## src/rtl/mau_pkg.sv

```systemverilog
// mau_pkg: types and constants for the modular arithmetic unit
// no dependencies
`default_nettype none
package mau_pkg;
    localparam int MODULUS_WIDTH_DEF = 31;
    localparam logic [30:0] MOD_RESET = 31'd1000000007;

    typedef enum logic [1:0] {
        ACT_ADD = 2'd0,
        ACT_SUB = 2'd1,
        ACT_MUL = 2'd2,
        ACT_DIV = 2'd3
    } action_t;

    typedef enum logic [3:0] {
        ST_IDLE,
        ST_REDA,
        ST_REDB,
        ST_OP,
        ST_EU_DIV,
        ST_EU_UPD,
        ST_MUL_Q,
        ST_FIXU,
        ST_DIVMUL,
        ST_FINAL,
        ST_OUT
    } state_t;

    // request to the shared divider
    typedef struct packed {
        logic start;
    } div_ctl_t;
endpackage
`default_nettype wire

```

## src/rtl/mau_divider.sv

```systemverilog
// mau_divider: restoring bit-serial divider, 128-bit dividend by modulus-wide divisor
// depends on mau_pkg
`default_nettype none
module mau_divider #(
    parameter int W = mau_pkg::MODULUS_WIDTH_DEF
) (
    input  wire logic           clk,
    input  wire logic           rst_n,
    input  wire mau_pkg::div_ctl_t ctl,
    input  wire logic [127:0]   dividend,
    input  wire logic [W-1:0]   divisor,
    output logic                busy,
    output logic [127:0]        quotient,
    output logic [W-1:0]        remainder
);
    logic [127:0] q_reg, q_next;
    logic [W:0]   r_reg, r_next;
    logic [7:0]   cnt_reg, cnt_next;
    logic         busy_reg, busy_next;
    logic [W:0]   shifted;
    logic [W:0]   diff;

    // one quotient bit per cycle
    always_comb
    begin
        shifted   = {r_reg[W-1:0], q_reg[127]};
        diff      = shifted - {1'b0, divisor};
        q_next    = q_reg;
        r_next    = r_reg;
        cnt_next  = cnt_reg;
        busy_next = busy_reg;
        if (ctl.start)
        begin
            q_next    = dividend;
            r_next    = '0;
            cnt_next  = 8'd128;
            busy_next = 1'b1;
        end
        else if (busy_reg)
        begin
            if (!diff[W])
            begin
                r_next = diff;
                q_next = {q_reg[126:0], 1'b1};
            end
            else
            begin
                r_next = shifted;
                q_next = {q_reg[126:0], 1'b0};
            end
            cnt_next = cnt_reg - 8'd1;
            if (cnt_reg == 8'd1)
                busy_next = 1'b0;
        end
    end

    always_ff @(posedge clk or negedge rst_n)
    begin
        if (!rst_n)
        begin
            busy_reg <= 1'b0;
            cnt_reg  <= '0;
        end
        else
        begin
            busy_reg <= busy_next;
            cnt_reg  <= cnt_next;
        end
    end

    always_ff @(posedge clk)
    begin
        q_reg <= q_next;
        r_reg <= r_next;
    end

    assign busy      = busy_reg;
    assign quotient  = q_reg;
    assign remainder = r_reg[W-1:0];
endmodule
`default_nettype wire

```

## config.mk

```make
export PLATFORM = sky130hd
export DESIGN_NAME = mau_divider
export DESIGN_NICKNAME = d
export VERILOG_FILES = /design/src/rtl/mau_pkg.sv /design/src/rtl/mau_divider.sv
export SDC_FILE = /design/constraint.sdc
export NUM_CORES = 1
export LEC_CHECK = 0
export BUFFER_PORTS_ARGS = -buffer_cell sky130_fd_sc_hd__buf_4
export CAP_MARGIN = 20
export CORE_AREA = 2 2 103 179
export CTS_BUF_LIST = sky130_fd_sc_hd__clkbuf_4 sky130_fd_sc_hd__clkbuf_8
export CTS_CLUSTER_DIAMETER = 40
export DETAILED_ROUTE_END_ITERATION = 10
export DIE_AREA = 0 0 105 181
export PLACE_DENSITY = 0.82
export SETUP_SLACK_MARGIN = 0.05
export SLEW_MARGIN = 0
export SYNTH_ARGS = -nofsm -noshare
export SYNTH_HDL_FRONTEND = slang
export SYNTH_SLANG_ARGS = --single-unit
```

## constraint.sdc

```tcl
create_clock -name clk -period 5.7 [get_ports clk]
set_clock_uncertainty 0.15 [all_clocks]
set_input_delay 0.57 -clock clk [delete_from_list [all_inputs] [get_ports clk]]
set_output_delay 0.57 -clock clk [all_outputs]
set_load 0.01 [all_outputs]
```

After elaboration in Yosys (flattened, before gate mapping)
Cells that the tools add are included.

RAM bits: 0. Register bits after elaboration: 168. Output and inout bits: 160. Logic and storage cells: 17. Bits in latches: 0. Input bits: 162. Bits in read-only memories: 0. Memories kept: 0.

Multipliers: 0. Bitwise gates (word level): 0. Reduce and logical (&&, ||, !) cells: 1. Add/sub/neg operators: 2. Multiplexer cells: 9. Div/mod/pow operators: 0. Order comparisons: 0. Eq/ne operators: 1. Shift operators: 0.

Operator list (count): $mux W128 (2); $sub A32 B31 Y32 (1); $mux W31 (1); $mux W8 (2); $eq A8 B1 Y1 const B (1); $sub A8 B1 Y8 const B (1); $mux W1 (4); $reduce_bool A2 Y1 (1).

Logic depth before layout (Yosys ltp)
Gate-level depths: netlist (run 1).

Word-level depth: 4. Depth in mapped cells: 13. Depth with buffers taken out: 13.

Worst setup path after synthesis (run 1)
OpenSTA, ideal clock, no wires.

Path type: flip-flop to flip-flop. Start: register busy_reg (netlist: busy). End: register q_reg[0] (netlist: quotient[0]), enable pin. Stages on the path, launching flop included: 5. Buffers on the path: 2. Path slack: 1679 ps. Library setup time: 481 ps. Period minus slack after synthesis: 4021 ps. Data arrival time: 3390 ps. Cell sequence: dfrtp_1 clkbuf_1 buf_6 nor2_1 inv_1.

Cells in the longest elaborated chain, start to end: 1.

Ends and longest elaborated chain: start: declaration (RTL line mau_divider.sv:19) `logic busy_reg, busy_next;`; start signal: assignment (RTL line mau_divider.sv:66) `busy_reg <= busy_next;`; $reduce_bool A2 Y1 (no source line); end signal: assignment (RTL line mau_divider.sv:73) `q_reg <= q_next;`; end: declaration (RTL line mau_divider.sv:16) `logic [127:0] q_reg, q_next;`.

Every way passes these cells. A chain may end at the register's enable or synchronous reset.

Final worst setup path (run 1)
Start: register q_reg[127] (netlist: quotient[127]). End: register r_reg[30].

Cells in the longest elaborated chain, start to end: 2.

Ends and longest elaborated chain: $sub A32 B31 Y32 (RTL line mau_divider.sv:27) `diff = shifted - {1'b0, divisor};`; $mux W31 (RTL line mau_divider.sv:41) `if (!diff[W])`; end signal: assignment (RTL line mau_divider.sv:74) `r_reg <= r_next;`; end: declaration (RTL line mau_divider.sv:17) `logic [W:0] r_reg, r_next;`.

Every way passes these cells.

==> results of run 1 <==
## cells in the final DEF, fill, tap and decap left out, types with 4 or more instances in the layout
cell / count
o21bai_1: 4
nor3_1: 5
o21ai_0: 18
dfxtp_1: 31
nand2b_1: 4
mux2_2: 128
ha_1: 33
mux2i_1: 28
nor2_1: 45
a211oi_1: 28
nand4_1: 7
o21a_1: 7
xnor2_1: 21
a21oi_1: 34
dfrtp_1: 8
a21o_1: 12
clkbuf_8: 20
inv_1: 40
edfxtp_1: 128
buf_4: 326
nand3_1: 4
xor2_1: 14
nand2_1: 32
a31oi_1: 5
## routing by layer
| metal | global-route usage | routed length, um |
|---|---|---|
| met4 | 0.123 | 1010 |
| met5 | 0 | 0 |
| met2 | 0.500 | 14200 |
| met3 | 0.0887 | 1940 |
| met1 | 0.285 | 9200 |
## through the flow
stage	hold slack (ns)	total power [mW]	instance area, um^2
2_1_floorplan	0.124	3.27	8980
6_report	0.251	4.90	11900
5_1_grt	0.229	5.19	11900
3_3_place_gp	0.250	3.99	11500
4_1_cts	0.221	4.92	11900
3_5_place_dp	0.253	4.02	11500
## path summary, 6_finish.rpt
check                                   startpoint                     end  slack (ns)
max                        quotient[127]$_DFFE_PP_  r_reg[30]$_SDFFE_PP0P_        2.27
min                                    dividend[0]   quotient[0]$_DFFE_PP_        0.25
max reg2reg                quotient[127]$_DFFE_PP_  r_reg[30]$_SDFFE_PP0P_        2.27
min reg2reg                 r_reg[20]$_SDFFE_PP0P_  r_reg[20]$_SDFFE_PP0P_        0.38
max in group asynchronous                    rst_n          busy$_DFF_PN0_        4.87
min in group asynchronous                    rst_n  cnt_reg[7]$_DFFE_PN0P_        0.37
## worst max-delay path: cells and delay by family (launching register included)
kind | cells | cell delay [ns]
DFF | 1 | 0.41
xor gates and xnor gates | 1 | 0.09
AOI/OAI and AO/OA | 8 | 1.90
buffers and inverters | 2 | 0.18
adders and majority gates | 2 | 0.61
## power by group
group	leakage [nW]	switching [mW]	internal, mW
logic	3.33	1.10	1.07
registers	1.72	0.239	1.60
clock network	0.201	0.458	0.430
total	5.25	1.80	3.10
## cells by family after synthesis
group / after synthesis / synth area share
adders and majority gates: 34 / 0.0482
xor gates and xnor gates: 36 / 0.0372
DFF: 168 / 0.522
muxes: 156 / 0.192
buffers and inverters: 78 / 0.0401
AOI/OAI and AO/OA: 133 / 0.0996
and+or+nand+nor: 116 / 0.0614
## final cells by class
class / instances / area (um^2) / share of cell area
multi-input cells: 475 / 3940 / 0.329
clock inverters: 11 / 124 / 0.0104
repair buffers: 328 / 2470 / 0.207
clock buffers: 21 / 283 / 0.0237
flip-flops and latches: 168 / 4690 / 0.393
well taps: 231 / 289 / 0.0242
inverters: 41 / 156 / 0.0131
==> impl_metrics.ini, run 1 <==
[synthesis]
synthArstFlopShare = 0.0536
synth-warning-count = 0
synth_common_cells = 128 x edfxtp_1, 128 x mux2_2, 45 x nor2_1, 41 x inv_1, 34 x a21oi_1
yosysUniqueCellTypes = 61
synth_enable_flop_cells = 128
syn-num-nets = 917
synth_flop_cell = edfxtp_1
synth.avg_cell_area_um2 = 12.5
synth.area.top_cells = edfxtp_1 43%, mux2_2 16%, dfxtp_1 6.9%
synthesis.area_mm2 = 0.00898
yosys.area.top_type = edfxtp_1
post_synth_top_area_share = 0.428
yosys_register_bits = 168
netlist_instances = 721
synth_seq_area_share = 0.522

[critical_path]
timing.critical_path.fanout_max = 4
timing.critical_path.cells = inv_1, ha_1, inv_1, fa_1, a211oi_1, o21ai_0, o21bai_1, a21o_1, a21oi_1, a41o_1, a21oi_1, xnor2_1, a41o_1
r2r_cells = 13
worst-setup-path-type = flop to flop
crit_path_end_kind = flop
critPathArrivalTime_ns = 3.62
critical-path-slowest-cell = fa_1
worstSetupStartpointType = flop
critPathMaxStageDelay_ns = 0.42
required_ns = 5.89

[timing]
finalSetupViolCount = 0
tightest_slew_ns = 0.993
worst_slew_margin_rel = 0.338
timing.fmax_ghz = 0.291
finalCritPeriodShare = 0.602
final_total_negative_setup_slack_ns = 0
worst_slack_ns = 2.27
grt_setup_unrepaired = no
period_needed_ns = 3.43
slew_viol_final = 0
final-hold-violation-count = 0

[global_route]
total_routing_usage_reported_by_global_routing = 0.275
grt_max_degree = 89
grt_first_pass_wirelength_mm = 40.3
grt_antenna_before_repair = 0
grt_pass1_vias = 7409
grt-ovfl-total = 0

[finish]
largest_register_ffs = 128
syn2layout_area_growth_pct = 33.0
drive_gt1_frac = 0.479
antenna_cells = 0
final_core_util = 0.684
layoutNonFillerInstCount = 1275
final.fill_count = 1383
nets = 1227

[floorplan]
die_width_um = 105
fp-row-count = 64
starting_density = 0.515
die_height_um = 181
core_outline_area_mm2 = 0.0175
die_area_mm2 = 0.0190
ioPinCount = 322

[routing]
antenna_left = 0
detail_route.drc_violations = 0
wl_per_cell_um = 20.6
via_count = 7033
via_per_inst = 5.52
drt_pre_antenna_iters = 4
first_iter_violations = 318
finalWirelength_mm = 26.3

[outcome]
status = completed

[power]
power.density_mw_per_mm2 = 410
leakagePower_nw = 5.25
worst_ir_drop_vdd_mv = 0.246

[clock_tree]
ctsHoldBuffers = 1
cts.repair.resized = 0
cts_buffers = 17
cts_root_buffer = clkbuf_8
tritoncts = done
clock_latency_ns = 0.45
buffer_count_from_post_cts_setup_fixing = 0
cts_max_path_buffers = 2
cts_num_sinks = 168
worst_setup_hold_path_clk_slew_ns = 0.08
cts_htree_levels = 4

[hold_path]
worst_hold_class = primary input to flop
worstHoldPathCells = 3

[placed_design]
number_of_instances_in_the_placed_design = 1242
number_of_input_and_output_port_buffers_inserted = 321
hpwlAfterDp_mm = 20.0
globalplace.congestion = 0.943
post-place-ws_ns = 2.06

[run]
drv.max_cap_violation_count = 0
Power figures use the tool's default switching activity.
==> inputs of run 2 (changes only) <==
Settings changed: ABC_AREA set to 1, CORE_AREA 2 2 103 179 to 2 2 112 196, DIE_AREA 0 0 105 181 to 0 0 114 198, PLACE_DENSITY 0.82 to 0.78.
Clock period 5.7 ns to 2.8 ns, I/O delays scaled along.
==> run 2 against run 1 <==
Compared with the run above:
- fmax is 37% higher
- highest routed layer unchanged
- register-to-register slack worse by 2.0 ns
- critical endpoint is now r_reg[10]$_SDFFE_PP0P_
- critical path depth grew 1
==> impl_metrics.ini, run 2 <==
[synthesis]
synthArstFlopShare = 0.0536
yosysUniqueCellTypes = 35
syn-num-nets = 1575
yosysMostFrequentCell = nand2_1
synth_enable_flop_cells = 128
synth_seq_area_share = 0.473
yosys_register_bits = 168
synthesis.area_mm2 = 0.00992
post_synth_top_area_share = 0.388
yosys.area.top_type = edfxtp_1
synth.avg_cell_area_um2 = 7.19
synth-warning-count = 0
synth_common_cells = 733 x nand2_1, 197 x inv_1, 128 x edfxtp_1, 61 x nand3_1, 44 x nor2_1
synth_flop_cell = edfxtp_1
netlist_instances = 1379
synth.area.top_cells = edfxtp_1 39%, nand2_1 28%, inv_1 7.5%

[clock_tree]
cts_max_path_buffers = 2
cts_buffers = 17
clock_latency_ns = 0.49
tritoncts = done
cts_htree_levels = 4
cts_num_sinks = 168
worst_setup_hold_path_clk_slew_ns = 0.09
cts_root_buffer = clkbuf_8

[power]
p_int_mw = 6.18
clock_power_share = 0.198
leakagePower_nw = 7.85
worst_ir_drop_vdd_mv = 0.439
netSwitchingFraction = 0.409
p_comb_frac = 0.464
totalPowerFinal_mw = 10.5
seq_power_share = 0.338
power.density_mw_per_mm2 = 725
total_switching_power_mw = 4.28

[critical_path]
crit_path_frequent_cell = nand2_1
critPathArrivalTime_ns = 2.75
rrSetupSlack_ns = 0.29
critical-path-slowest-cell = ha_2
required_ns = 3.04
crit_path_end_kind = flop
r2r_cells = 14
worstSetupStartpointType = flop
critPathMaxStageDelay_ns = 0.40
timing.critical_path.cells = ha_2, nand2_1, nor2_4, inv_2, nor3_4, and2_1, nand2_2, nand2_2, nand2_1, nand2_2, buf_4, nand2_1, nand3_1, nand2_1
timing.critical_path.fanout_max = 11
worst-setup-path-type = flop to flop
worstReg2RegEnd = r_reg[10]$_SDFFE_PP0P_
r2r_start = r_reg[18]$_SDFFE_PP0P_

[finish]
layout_common_cells = 733 x nand2_1, 334 x buf_4, 196 x inv_1
drive_gt1_frac = 0.216
nets = 2022
layout.cells.most_common = nand2_1
layoutNonFillerInstCount = 2098
largest_register_ffs = 128
syn2layout_area_growth_pct = 45.6
final_core_util = 0.683
cell_area_after_layout_mm2 = 0.0144

[routing]
detail_route.drc_violations = 0
drt_pre_antenna_iters = 5
via_count = 10800
finalWirelength_mm = 37.4
first_iter_violations = 672
antenna_left = 0
wl_per_cell_um = 17.8
via_per_inst = 5.16

[outcome]
status = completed

[floorplan]
die_height_um = 198
die_width_um = 114
core_outline_area_mm2 = 0.0211
die_area_mm2 = 0.0226
starting_density = 0.469
fp-row-count = 71
ioPinCount = 322

[placed_design]
number_of_instances_in_the_placed_design = 1933
hpwlAfterDp_mm = 24.9
placement.cell_area_mm2 = 0.0127
post-place-ws_ns = 0.127
number_of_input_and_output_port_buffers_inserted = 321
globalplace.congestion = 1.05

[timing]
worst_slack_ns = 0.292
finalSetupViolCount = 0
grt_setup_unrepaired = no
timing.hold.ws_ns = 0.0341
final_total_negative_setup_slack_ns = 0
tightest_slew_ns = 0.752
finalCritPeriodShare = 0.896
period_needed_ns = 2.51
slew_viol_final = 0
final-hold-violation-count = 0
worst_slew_margin_rel = 0.498
timing.fmax_ghz = 0.399

[global_route]
grt_antenna_before_repair = 3
grt_pass1_vias = 10900
grt_first_pass_wirelength_mm = 56.1
grt-ovfl-total = 0
total_routing_usage_reported_by_global_routing = 0.327
grt_max_degree = 72

[hold_path]
worst_hold_class = primary input to asynchronous set/reset pin

[run]
drv.max_cap_violation_count = 0
[run 2: cell count changes after synthesis, moves of 9 or more]
cell | before | now
nand2_1 | 32 | 733
xnor2_1 | 21 | 11
inv_1 | 41 | 197
nand2_2 | 0 | 11
mux2_2 | 128 | 0
xor2_1 | 14 | 4
a21o_1 | 12 | 0
mux2i_1 | 28 | 0
o21ai_0 | 18 | 9
nand3_1 | 4 | 61
a211oi_1 | 28 | 0
a21oi_1 | 34 | 25
[run 2: final cells by class]
type                            count  area [um^2]
Sequential cell                   168         4690
Inverter                          199          752
Clock buffer                       20          256
Tap cell                          255          319
Fill cell                        1644         6700
Clock inverter                     12          199
Timing Repair Buffer              468         3890
Multi-Input combinational cell    972         4330
Antenna cell                        4         10.0
[run 2: critical path: cells and delay by family (launching register included)]
kind / cells / cell delay, ns
adders and majority gates: 1 / 0.40
and+or+nand+nor: 11 / 1.18
buffers and inverters: 2 / 0.28
DFF: 1 / 0.38
[run 2: how the worst max path moves through the flow]
stage,start,slack [ns],to,depth (start not counted)
global placement,divisor[19],0.15,r_reg[5]$_SDFFE_PP0P_,15
global route,r_reg[25]$_SDFFE_PP0P_,0.07,r_reg[17]$_SDFFE_PP0P_,14
detailed placement,divisor[19],0.13,r_reg[20]$_SDFFE_PP0P_,16
finish,r_reg[18]$_SDFFE_PP0P_,0.29,r_reg[10]$_SDFFE_PP0P_,14
floorplan,busy$_DFF_PN0_,-0.27,quotient[0]$_DFFE_PP_,2
CTS,r_reg[18]$_SDFFE_PP0P_,0.12,r_reg[24]$_SDFFE_PP0P_,14
[run 2: power groups by stage]
stage / combinational (mW) / sequential (mW) / clock (mW)
global placement: 4.50 / 3.56 / 0
detailed placement: 4.57 / 3.56 / 0
floorplan: 2.76 / 3.67 / 0
finish: 4.86 / 3.54 / 2.07
global route: 5.40 / 3.59 / 2.15
CTS: 4.73 / 3.52 / 2.08
[run 2: kinds of logic (layout without fill, tap and decap cells)]
family,after synthesis,after routing,synth area share
compound gates,39,39,0.0207
xor+xnor,15,15,0.0132
fa+ha+maj,34,34,0.0437
buf+inv,239,699,0.0950
flops,168,168,0.473
other cells,0,4,0
simple gates,884,884,0.355
[run 2: routing by layer]
metal  global-route usage  vias up  routed length, um
li1                     -     5127                  -
met1                0.319     4888              12100
met2                0.575      614              19200
met3               0.0777      196               2730
met4                0.268        0               3350
met5                    0        -                  0
[run 2: what timing repair did]
item / CTS / global route
gates resized for setup: 0 / 7
endpoints found under the hold margin: 137 / 0
setup endpoints to repair: 0 / 28
hold buffers: 129 / 0
setup buffers: 0 / 0
